## src/rtl/nlfc_pkg.sv

```systemverilog
package nlfc_pkg;

    // Default build values for the top-level parameters
    localparam int ADC_WIDTH_DEF    = 10;
    localparam int FADE_STEP_MS_DEF = 16;

    // Width of the 10-bit ADC field and of the threshold compares
    localparam int ADC_FIELD_W = 10;

    // Configuration port sizing
    localparam int CFG_INDEX_W = 3;
    localparam int CFG_DATA_W  = 3;

    // Configuration register indexes
    localparam logic [CFG_INDEX_W-1:0] CFG_LIGHT_MODE      = 3'd0;
    localparam logic [CFG_INDEX_W-1:0] CFG_LIGHT_THRESHOLD = 3'd1;
    localparam logic [CFG_INDEX_W-1:0] CFG_NIGHT_BRIGHT    = 3'd2;
    localparam logic [CFG_INDEX_W-1:0] CFG_EMERGENCY_BRIGHT = 3'd3;
    localparam logic [CFG_INDEX_W-1:0] CFG_TIMEOUT         = 3'd4;

    // Light mode codes
    localparam logic [2:0] MODE_EMERGENCY = 3'd0;
    localparam logic [2:0] MODE_NIGHT     = 3'd1;
    localparam logic [2:0] MODE_BOTH      = 3'd2;

    // Supply thresholds for 10-bit and 8-bit converters
    localparam logic [ADC_FIELD_W-1:0] SUPPLY_LOW_10  = 10'd127;
    localparam logic [ADC_FIELD_W-1:0] SUPPLY_HIGH_10 = 10'd191;
    localparam logic [ADC_FIELD_W-1:0] SUPPLY_LOW_8   = 10'd31;
    localparam logic [ADC_FIELD_W-1:0] SUPPLY_HIGH_8  = 10'd47;

    typedef enum logic [2:0] {
        PH_IDLE  = 3'd0,
        PH_EMG   = 3'd1,
        PH_FDI   = 3'd2,
        PH_NIGHT = 3'd3,
        PH_FDO   = 3'd4
    } phase_t;

    typedef struct packed {
        logic [2:0] light_mode;
        logic [1:0] light_threshold_index;
        logic [2:0] night_bright_index;
        logic [2:0] emergency_bright_index;
        logic [1:0] timeout_index;
    } cfg_t;

    // Brightness table, index saturates at the last entry
    function automatic logic [7:0] bright_level(input logic [2:0] idx);
        logic [7:0] lvl;
        case (idx)
            3'd0:    lvl = 8'd31;
            3'd1:    lvl = 8'd63;
            3'd2:    lvl = 8'd127;
            3'd3:    lvl = 8'd191;
            default: lvl = 8'd255;
        endcase
        return lvl;
    endfunction

    // Darkness threshold in ADC counts
    function automatic logic [ADC_FIELD_W-1:0] dark_threshold(input logic [1:0] idx,
                                                             input logic eight);
        logic [ADC_FIELD_W-1:0] th;
        case (idx)
            2'd0:    th = eight ? 10'd1 : 10'd4;
            2'd1:    th = eight ? 10'd4 : 10'd16;
            default: th = eight ? 10'd40 : 10'd160;
        endcase
        return th;
    endfunction

    // Night hold time in ms: hold units less fade units, 256 ms per unit
    function automatic logic [15:0] hold_limit(input logic [1:0] tidx,
                                               input logic [2:0] bidx);
        logic [7:0] h;
        logic [7:0] f;
        logic [7:0] d;
        case (tidx)
            2'd0:    h = 8'h3B;
            2'd1:    h = 8'h76;
            default: h = 8'hEB;
        endcase
        case (bidx)
            3'd0:    f = 8'd2;
            3'd1:    f = 8'd4;
            3'd2:    f = 8'd8;
            3'd3:    f = 8'd12;
            default: f = 8'd16;
        endcase
        d = h - f;
        return {d, 8'h00};
    endfunction

endpackage

```

## src/rtl/nlfc_cfg_regs.sv

```systemverilog
module nlfc_cfg_regs (
    input  logic                             clk,
    input  logic                             rst_n,
    input  logic                             cfg_valid,
    output logic                             cfg_ready,
    input  logic [nlfc_pkg::CFG_INDEX_W-1:0] cfg_index,
    input  logic [nlfc_pkg::CFG_DATA_W-1:0]  cfg_data,
    output nlfc_pkg::cfg_t                   cfg
);

    nlfc_pkg::cfg_t cfg_reg;

    // Always take a write request
    assign cfg_ready = 1'b1;
    assign cfg       = cfg_reg;

    // Store the addressed register, drop writes beyond the list
    always_ff @(posedge clk or negedge rst_n)
    begin
        if (!rst_n)
        begin
            cfg_reg.light_mode             <= nlfc_pkg::MODE_BOTH;
            cfg_reg.light_threshold_index  <= 2'd0;
            cfg_reg.night_bright_index     <= 3'd0;
            cfg_reg.emergency_bright_index <= 3'd0;
            cfg_reg.timeout_index          <= 2'd0;
        end
        else if (cfg_valid && cfg_ready)
        begin
            case (cfg_index)
                nlfc_pkg::CFG_LIGHT_MODE:       cfg_reg.light_mode <= cfg_data[2:0];
                nlfc_pkg::CFG_LIGHT_THRESHOLD:  cfg_reg.light_threshold_index <= cfg_data[1:0];
                nlfc_pkg::CFG_NIGHT_BRIGHT:     cfg_reg.night_bright_index <= cfg_data[2:0];
                nlfc_pkg::CFG_EMERGENCY_BRIGHT: cfg_reg.emergency_bright_index <= cfg_data[2:0];
                nlfc_pkg::CFG_TIMEOUT:          cfg_reg.timeout_index <= cfg_data[1:0];
                default: ;
            endcase
        end
    end

endmodule

```

## src/rtl/nlfc_step.sv

```systemverilog
module nlfc_step #(
    parameter int ADC_WIDTH    = nlfc_pkg::ADC_WIDTH_DEF,
    parameter int FADE_STEP_MS = nlfc_pkg::FADE_STEP_MS_DEF
) (
    input  logic                             clk,
    input  logic                             rst_n,
    input  logic                             advance,
    input  nlfc_pkg::cfg_t                   cfg,
    input  logic [31:0]                      now_ms,
    input  logic                             menu_off,
    input  logic                             conversion_done,
    input  logic [nlfc_pkg::ADC_FIELD_W-1:0] conversion_value,
    input  logic                             motion,
    output logic                             res_write,
    output logic [7:0]                       res_level,
    output logic [2:0]                       res_phase
);

    localparam logic EIGHT_BIT = (ADC_WIDTH == 8);
    localparam logic [nlfc_pkg::ADC_FIELD_W-1:0] SET_TH =
        EIGHT_BIT ? nlfc_pkg::SUPPLY_LOW_8 : nlfc_pkg::SUPPLY_LOW_10;
    localparam logic [nlfc_pkg::ADC_FIELD_W-1:0] CLR_TH =
        EIGHT_BIT ? nlfc_pkg::SUPPLY_HIGH_8 : nlfc_pkg::SUPPLY_HIGH_10;
    localparam logic [31:0] STEP_LIMIT = 32'(FADE_STEP_MS);

    nlfc_pkg::phase_t       phase_reg, phase_next;
    logic                   chan_reg;
    logic [ADC_WIDTH-1:0]   supply_reg, ambient_reg;
    logic [31:0]            mark_reg, mark_next;
    logic [7:0]             fade_reg, fade_next;

    logic [ADC_WIDTH-1:0]   sample;
    logic [ADC_WIDTH-1:0]   supply_eff, ambient_eff;
    logic                   supply_lost, supply_back, dark, emg_mode, night_mode;
    logic [31:0]            elapsed;
    logic                   step_due, hold_due;
    logic [7:0]             night_target;

    // Fold this pass's sample into the channel it belongs to
    assign sample      = conversion_value[ADC_WIDTH-1:0];
    assign supply_eff  = (conversion_done && !chan_reg) ? sample : supply_reg;
    assign ambient_eff = (conversion_done && chan_reg) ? sample : ambient_reg;

    // Derive power and light conditions
    assign supply_lost = nlfc_pkg::ADC_FIELD_W'(supply_eff) < SET_TH;
    assign supply_back = nlfc_pkg::ADC_FIELD_W'(supply_eff) > CLR_TH;
    assign dark       = nlfc_pkg::ADC_FIELD_W'(ambient_eff) <
                        nlfc_pkg::dark_threshold(cfg.light_threshold_index, EIGHT_BIT);
    assign emg_mode   = (cfg.light_mode == nlfc_pkg::MODE_EMERGENCY) ||
                        (cfg.light_mode == nlfc_pkg::MODE_BOTH);
    assign night_mode = (cfg.light_mode == nlfc_pkg::MODE_NIGHT) ||
                        (cfg.light_mode == nlfc_pkg::MODE_BOTH);

    // Timers
    assign elapsed      = now_ms - mark_reg;
    assign step_due     = elapsed > STEP_LIMIT;
    assign hold_due     = elapsed > {16'h0000,
                          nlfc_pkg::hold_limit(cfg.timeout_index, cfg.night_bright_index)};
    assign night_target = nlfc_pkg::bright_level(cfg.night_bright_index);

    // Next phase
    always_comb
    begin
        phase_next = phase_reg;
        if (menu_off)
        begin
            case (phase_reg)
                nlfc_pkg::PH_IDLE:
                begin
                    if (supply_lost && emg_mode)
                        phase_next = nlfc_pkg::PH_EMG;
                    else if (dark && motion && night_mode)
                        phase_next = nlfc_pkg::PH_FDI;
                end
                nlfc_pkg::PH_EMG:
                begin
                    if (supply_back)
                        phase_next = nlfc_pkg::PH_IDLE;
                end
                nlfc_pkg::PH_FDI:
                begin
                    if (step_due && fade_reg == night_target)
                        phase_next = nlfc_pkg::PH_NIGHT;
                end
                nlfc_pkg::PH_NIGHT:
                begin
                    if (!motion && hold_due)
                        phase_next = nlfc_pkg::PH_FDO;
                end
                nlfc_pkg::PH_FDO:
                begin
                    if (step_due)
                    begin
                        if (fade_reg == 8'd0)
                            phase_next = nlfc_pkg::PH_IDLE;
                        else if (motion)
                            phase_next = nlfc_pkg::PH_FDI;
                    end
                end
                default: phase_next = nlfc_pkg::PH_IDLE;
            endcase
        end
    end

    // LED write, timer mark and fade counter
    always_comb
    begin
        res_write = 1'b0;
        res_level = 8'd0;
        mark_next = mark_reg;
        fade_next = fade_reg;
        if (menu_off)
        begin
            case (phase_reg)
                nlfc_pkg::PH_IDLE:
                begin
                    if (supply_lost && emg_mode)
                    begin
                        res_write = 1'b1;
                        res_level = nlfc_pkg::bright_level(cfg.emergency_bright_index);
                    end
                    else if (dark && motion && night_mode)
                    begin
                        fade_next = 8'd0;
                        mark_next = now_ms;
                    end
                end
                nlfc_pkg::PH_EMG:
                begin
                    if (supply_back)
                        res_write = 1'b1;
                end
                nlfc_pkg::PH_FDI:
                begin
                    if (step_due)
                    begin
                        mark_next = now_ms;
                        if (fade_reg != night_target)
                        begin
                            res_write = 1'b1;
                            res_level = fade_reg;
                            fade_next = fade_reg + 8'd1;
                        end
                    end
                end
                nlfc_pkg::PH_NIGHT:
                begin
                    if (motion || hold_due)
                        mark_next = now_ms;
                end
                nlfc_pkg::PH_FDO:
                begin
                    if (step_due)
                    begin
                        mark_next = now_ms;
                        if (fade_reg != 8'd0 && !motion)
                        begin
                            res_write = 1'b1;
                            res_level = fade_reg;
                            fade_next = fade_reg - 8'd1;
                        end
                    end
                end
                default: ;
            endcase
        end
    end

    assign res_phase = phase_next;

    // Commit the pass
    always_ff @(posedge clk or negedge rst_n)
    begin
        if (!rst_n)
        begin
            phase_reg   <= nlfc_pkg::PH_IDLE;
            chan_reg    <= 1'b0;
            supply_reg  <= '0;
            ambient_reg <= '1;
            mark_reg    <= 32'd0;
            fade_reg    <= 8'd0;
        end
        else if (advance && menu_off)
        begin
            phase_reg <= phase_next;
            mark_reg  <= mark_next;
            fade_reg  <= fade_next;
            if (conversion_done)
            begin
                chan_reg    <= !chan_reg;
                supply_reg  <= supply_eff;
                ambient_reg <= ambient_eff;
            end
        end
    end

endmodule

```

## src/rtl/night_light_fade_controller_core.sv

```systemverilog
// Night light fade controller.
// Input channel (in_valid/in_ready) takes one request per main-loop pass:
// now_ms, menu_off, conversion_done, conversion_value and motion. The
// output channel (out_valid/out_ready) returns exactly one result per
// request: led_write, led_level (0 unless written) and phase.
// Configuration writes use cfg_valid/cfg_ready with cfg_index 0..4
// (light_mode, light_threshold_index, night_bright_index,
// emergency_bright_index, timeout_index); cfg_ready is always high and
// indexes past the list are dropped. Write only while the block is idle.
// A request passes through one input register, then the phase update and
// the result register. Throughput is one request per cycle while the
// receiver takes results, set by the phase update loop.
// When the receiver stalls, the result register holds, the input register
// fills next, and in_ready drops only when both are full.
// Reset clears both stages, sets phase idle, supply sample zero, ambient
// sample full scale, and loads the configuration defaults.
module night_light_fade_controller_core #(
    parameter int ADC_WIDTH    = nlfc_pkg::ADC_WIDTH_DEF,
    parameter int FADE_STEP_MS = nlfc_pkg::FADE_STEP_MS_DEF
) (
    input  logic                             clk,
    input  logic                             rst_n,
    input  logic                             in_valid,
    output logic                             in_ready,
    input  logic [31:0]                      now_ms,
    input  logic                             menu_off,
    input  logic                             conversion_done,
    input  logic [nlfc_pkg::ADC_FIELD_W-1:0] conversion_value,
    input  logic                             motion,
    output logic                             out_valid,
    input  logic                             out_ready,
    output logic                             led_write,
    output logic [7:0]                       led_level,
    output logic [2:0]                       phase,
    input  logic                             cfg_valid,
    output logic                             cfg_ready,
    input  logic [nlfc_pkg::CFG_INDEX_W-1:0] cfg_index,
    input  logic [nlfc_pkg::CFG_DATA_W-1:0]  cfg_data
);

    nlfc_pkg::cfg_t cfg;

    logic                             s1_valid_reg;
    logic [31:0]                      s1_now_reg;
    logic                             s1_menu_reg;
    logic                             s1_done_reg;
    logic [nlfc_pkg::ADC_FIELD_W-1:0] s1_value_reg;
    logic                             s1_motion_reg;

    logic                             out_valid_reg;
    logic                             out_write_reg;
    logic [7:0]                       out_level_reg;
    logic [2:0]                       out_phase_reg;

    logic                             advance;
    logic                             res_write;
    logic [7:0]                       res_level;
    logic [2:0]                       res_phase;

    nlfc_cfg_regs u_cfg (
        .clk       (clk),
        .rst_n     (rst_n),
        .cfg_valid (cfg_valid),
        .cfg_ready (cfg_ready),
        .cfg_index (cfg_index),
        .cfg_data  (cfg_data),
        .cfg       (cfg)
    );

    nlfc_step #(
        .ADC_WIDTH    (ADC_WIDTH),
        .FADE_STEP_MS (FADE_STEP_MS)
    ) u_step (
        .clk              (clk),
        .rst_n            (rst_n),
        .advance          (advance),
        .cfg              (cfg),
        .now_ms           (s1_now_reg),
        .menu_off         (s1_menu_reg),
        .conversion_done  (s1_done_reg),
        .conversion_value (s1_value_reg),
        .motion           (s1_motion_reg),
        .res_write        (res_write),
        .res_level        (res_level),
        .res_phase        (res_phase)
    );

    // Advance the held request when the result slot is free or draining
    assign advance  = s1_valid_reg && (!out_valid_reg || out_ready);
    assign in_ready = !s1_valid_reg || advance;

    // Input stage control
    always_ff @(posedge clk or negedge rst_n)
    begin
        if (!rst_n)
            s1_valid_reg <= 1'b0;
        else if (in_ready)
            s1_valid_reg <= in_valid;
    end

    // Input stage payload
    always_ff @(posedge clk)
    begin
        if (in_valid && in_ready)
        begin
            s1_now_reg    <= now_ms;
            s1_menu_reg   <= menu_off;
            s1_done_reg   <= conversion_done;
            s1_value_reg  <= conversion_value;
            s1_motion_reg <= motion;
        end
    end

    // Result stage control
    always_ff @(posedge clk or negedge rst_n)
    begin
        if (!rst_n)
            out_valid_reg <= 1'b0;
        else if (advance)
            out_valid_reg <= 1'b1;
        else if (out_ready)
            out_valid_reg <= 1'b0;
    end

    // Result stage payload
    always_ff @(posedge clk)
    begin
        if (advance)
        begin
            out_write_reg <= res_write;
            out_level_reg <= res_level;
            out_phase_reg <= res_phase;
        end
    end

    assign out_valid = out_valid_reg;
    assign led_write = out_write_reg;
    assign led_level = out_level_reg;
    assign phase     = out_phase_reg;

endmodule
```

## config.mk

```make
export PLATFORM = sky130hd
export DESIGN_NAME = night_light_fade_controller_core
export DESIGN_NICKNAME = d
export VERILOG_FILES = /design/src/rtl/nlfc_pkg.sv /design/src/rtl/nlfc_cfg_regs.sv /design/src/rtl/nlfc_step.sv /design/src/rtl/night_light_fade_controller_core.sv
export SDC_FILE = /design/constraint.sdc
export NUM_CORES = 1
export LEC_CHECK = 0
export ABC_CLOCK_PERIOD_IN_PS = 5600
export BUFFER_PORTS_ARGS = -buffer_cell sky130_fd_sc_hd__buf_2
export CAP_MARGIN = 5
export CELL_PAD_IN_SITES_DETAIL_PLACEMENT = 0
export CELL_PAD_IN_SITES_GLOBAL_PLACEMENT = 2
export CORE_MARGIN = 3
export CORE_UTILIZATION = 40
export CTS_CLUSTER_SIZE = 20
export DETAILED_ROUTE_END_ITERATION = 6
export GPL_TIMING_DRIVEN = 0
export PLACE_DENSITY_LB_ADDON = 0.1
export SYNTH_ARGS = -nofsm -noshare
export SYNTH_HDL_FRONTEND = slang
export SYNTH_SLANG_ARGS = --single-unit
```

## constraint.sdc

```tcl
create_clock -name clk -period 5.6 [get_ports clk]
set_input_delay 0.28 -clock clk [delete_from_list [all_inputs] [get_ports clk]]
set_output_delay 0.28 -clock clk [all_outputs]
set_load 0.03 [all_outputs]
```

==> qor.yml <==
antennaDiodeCount: 0
p_leak_uw: 0.00416
post-route-min-period_ns: 4.72
critPathKind: "flip-flop to flip-flop"
ios: 71
end_kind: "flip-flop"
slew_violations: 0
r2r-start: "s1_now_reg[0]$_DFFE_PP_"
synth_top_area_share: 0.207
nFillCells: 1817
drtPass1Iterations: 5
grt_max_degree: 58
clk-insertion-delay-late_ns: 0.44
grt_pass1_vias: 6351
syn_area_sq_mm: 0.00826
start_util: 0.416
setup_viol: 0
core-area_sq_mm: 0.0198
synth-seq-cells: 134
synth_area_leaders: "edfxtp_1, dfrtp_1, ha_1, mux2_2, mux2_4"
clock-sinks: 134
multi_input_area_sq_mm: 0.00428
viasPerCell: 5.27
holdCritPathClass: "input pin to flip-flop"
clockBufferDepth: 2
peakVddDrop_uv: 193
final_antenna_net_count: 0
synthMostInstantiatedCell: "dfrtp_1"
rsz0062_at_grt: "no"
maxSlewHeadroom: 0.187
yosys_most_used_dff: "dfrtp_1"
async_reset_ff_frac: 0.575
required_ns: 5.91
die_w_um: 150
port_buffers: 69
worst_pin_slew_ns: 1.22
dr.first_iter.drc_count: 315
antenna_found_initial: 0
status: "finished clean"
reg2regPathDepth: 20
yosys.area.top_type: "edfxtp_1"
numCtsBuffers: 17
powerDensity_mw_per_mm2: 546
yosysSeqAreaShare: 0.442
rows: 51
start_kind: "flip-flop"
die_h_um: 150
ys_warn_count: 0
area_delta_synth_final_pct: 18.2
final.period_utilization: 0.842
regArea_sq_mm: 0.00365
fin_tns_setup_ns: 0
finalPower_uw: 5330
drc_errors: 0
synth_area_per_cell_sq_um: 10.6
vias: 6129
cts.clk_slew.worst_paths_ns: 0.07
root_buffer: "clkbuf_16"
postSynthNetCount: 890
drive_gt1_frac: 0.239
wl_per_cell_um: 16.6
crit_fanout: 10
synth_common_cells: "dfrtp_1, a21oi_1, nand2_1"
cts_max_level: 4
globalRouteTotalUtil: 0.182
fin_nets: 995
dp_hpwl_um: 14600
ys_types: 75
gp_congestion: 0.818
hold_viol_final: 0
die_area_sq_mm: 0.0224
fmax_mhz: 212
worst_clock_skew_ns: 0.0125
maxCapViolCount: 0
overflow: 0
worstPathArrival_ns: 5.03
cp-startpoint: "s1_now_reg[0]$_DFFE_PP_"
holdWs_ns: 0.0163
min_from: "conversion_value[0]"
synth-edff-count: 57
wirelength_um: 19300
synth_cells: 780
grt_pass1_wl_um: 32600
cts_tree: "done"
holdPathStages: 1
final cells by class:
type                    instances  area share
multi-input cells             568       0.438
well taps                     265      0.0340
plain buffers                  22      0.0128
flip-flops and latches        134       0.374
inverters                      56      0.0215
repair buffers                 86      0.0559
clock inverters                15      0.0206
clock buffers                  17      0.0436
per-layer routing:
| layer | track usage | routed length, um | up-vias |
|---|---|---|---|
| met1 | 0.257 | 9690 | 2945 |
| li1 | - | - | 3068 |
| met5 | 0 | 0 | - |
| met4 | 0.0535 | 221 | 0 |
| met2 | 0.289 | 8840 | 98 |
| met3 | 0.0330 | 538 | 18 |
metrics by stage:
stage,worst slack (ns),area (sq um),util,std cells
floorplan,1.73,8260,-,780
detailed placement,0.894,8990,0.453,1116
finish,0.883,9760,0.492,1163
CTS,0.854,9760,0.492,1163
global route,0.509,9760,0.492,1163
global placement,0.934,8940,0.450,1114
final timing paths:
path | slack [ns] | endpoint
setup / recovery | 0.88 | u_step.mark_reg[6]$_DFFE_PN0P_
hold / removal | 0.02 | s1_value_reg[0]$_DFFE_PP_
setup reg to reg | 0.88 | u_step.mark_reg[6]$_DFFE_PN0P_
hold reg to reg | 0.51 | out_valid$_DFFE_PN0P_
max in group asynchronous | 4.66 | u_step.ambient_reg[5]$_DFFE_PN1P_
min in group asynchronous | 0.29 | u_step.mark_reg[13]$_DFFE_PN0P_
power by group:
group	internal [uW]	switching [uW]	leakage, uW
Sequential	1320	186	0.00147
Combinational	1150	1480	0.00239
Clock	686	508	0.000309
repair_timing:
action / in CTS / in global routing
resized for setup: 0 / 0
hold endpoints to repair: 34 / 0
hold buffers: 15 / 0
buffers inserted: 0 / 0
cells by family (layout without fill, tap and decap cells):
kind of cell    count (synthesis)  after routing  synth area share
simple gates                  214            214             0.132
compound gates                194            194             0.153
flops                         134            134             0.442
buf+inv                        78            196            0.0406
mux                            76             76             0.116
fa+ha+maj                      54             54            0.0845
xor+xnor                       29             29            0.0308
other cells                     1              1          0.000454
cells in the final DEF (no fill, tap or decap), types with 12 or more instances in the layout:
master / n
nand4_1: 13
nand3_1: 19
nand2_1: 61
dlygate4sd3_1: 15
xor2_1: 14
clkbuf_16: 17
mux2_2: 40
nor3_1: 12
nor2_1: 53
edfxtp_1: 57
mux2_4: 30
o21ai_0: 41
dfrtp_1: 68
buf_2: 72
inv_1: 56
ha_1: 51
xnor2_1: 15
a21oi_1: 67
critical path: stages, from the launching register on:
cell and delay, ns:
edfxtp_1 0.40, inv_1 0.08, ha_1 0.17, inv_1 0.06
fa_1 0.43, a211oi_1 0.35, o211ai_1 0.16, nand2_1 0.14
o21a_1 0.15, xnor2_1 0.09, ha_1 0.31, o21a_1 0.12
o21ai_0 0.07, a21oi_1 0.14, nor3_1 0.06, o21bai_1 0.19
o41ai_1 0.18, a32o_1 0.33, a211oi_4 0.59, buf_6 0.27
mux2_4 0.32
No activity file was read; power rests on OpenSTA's default activity.
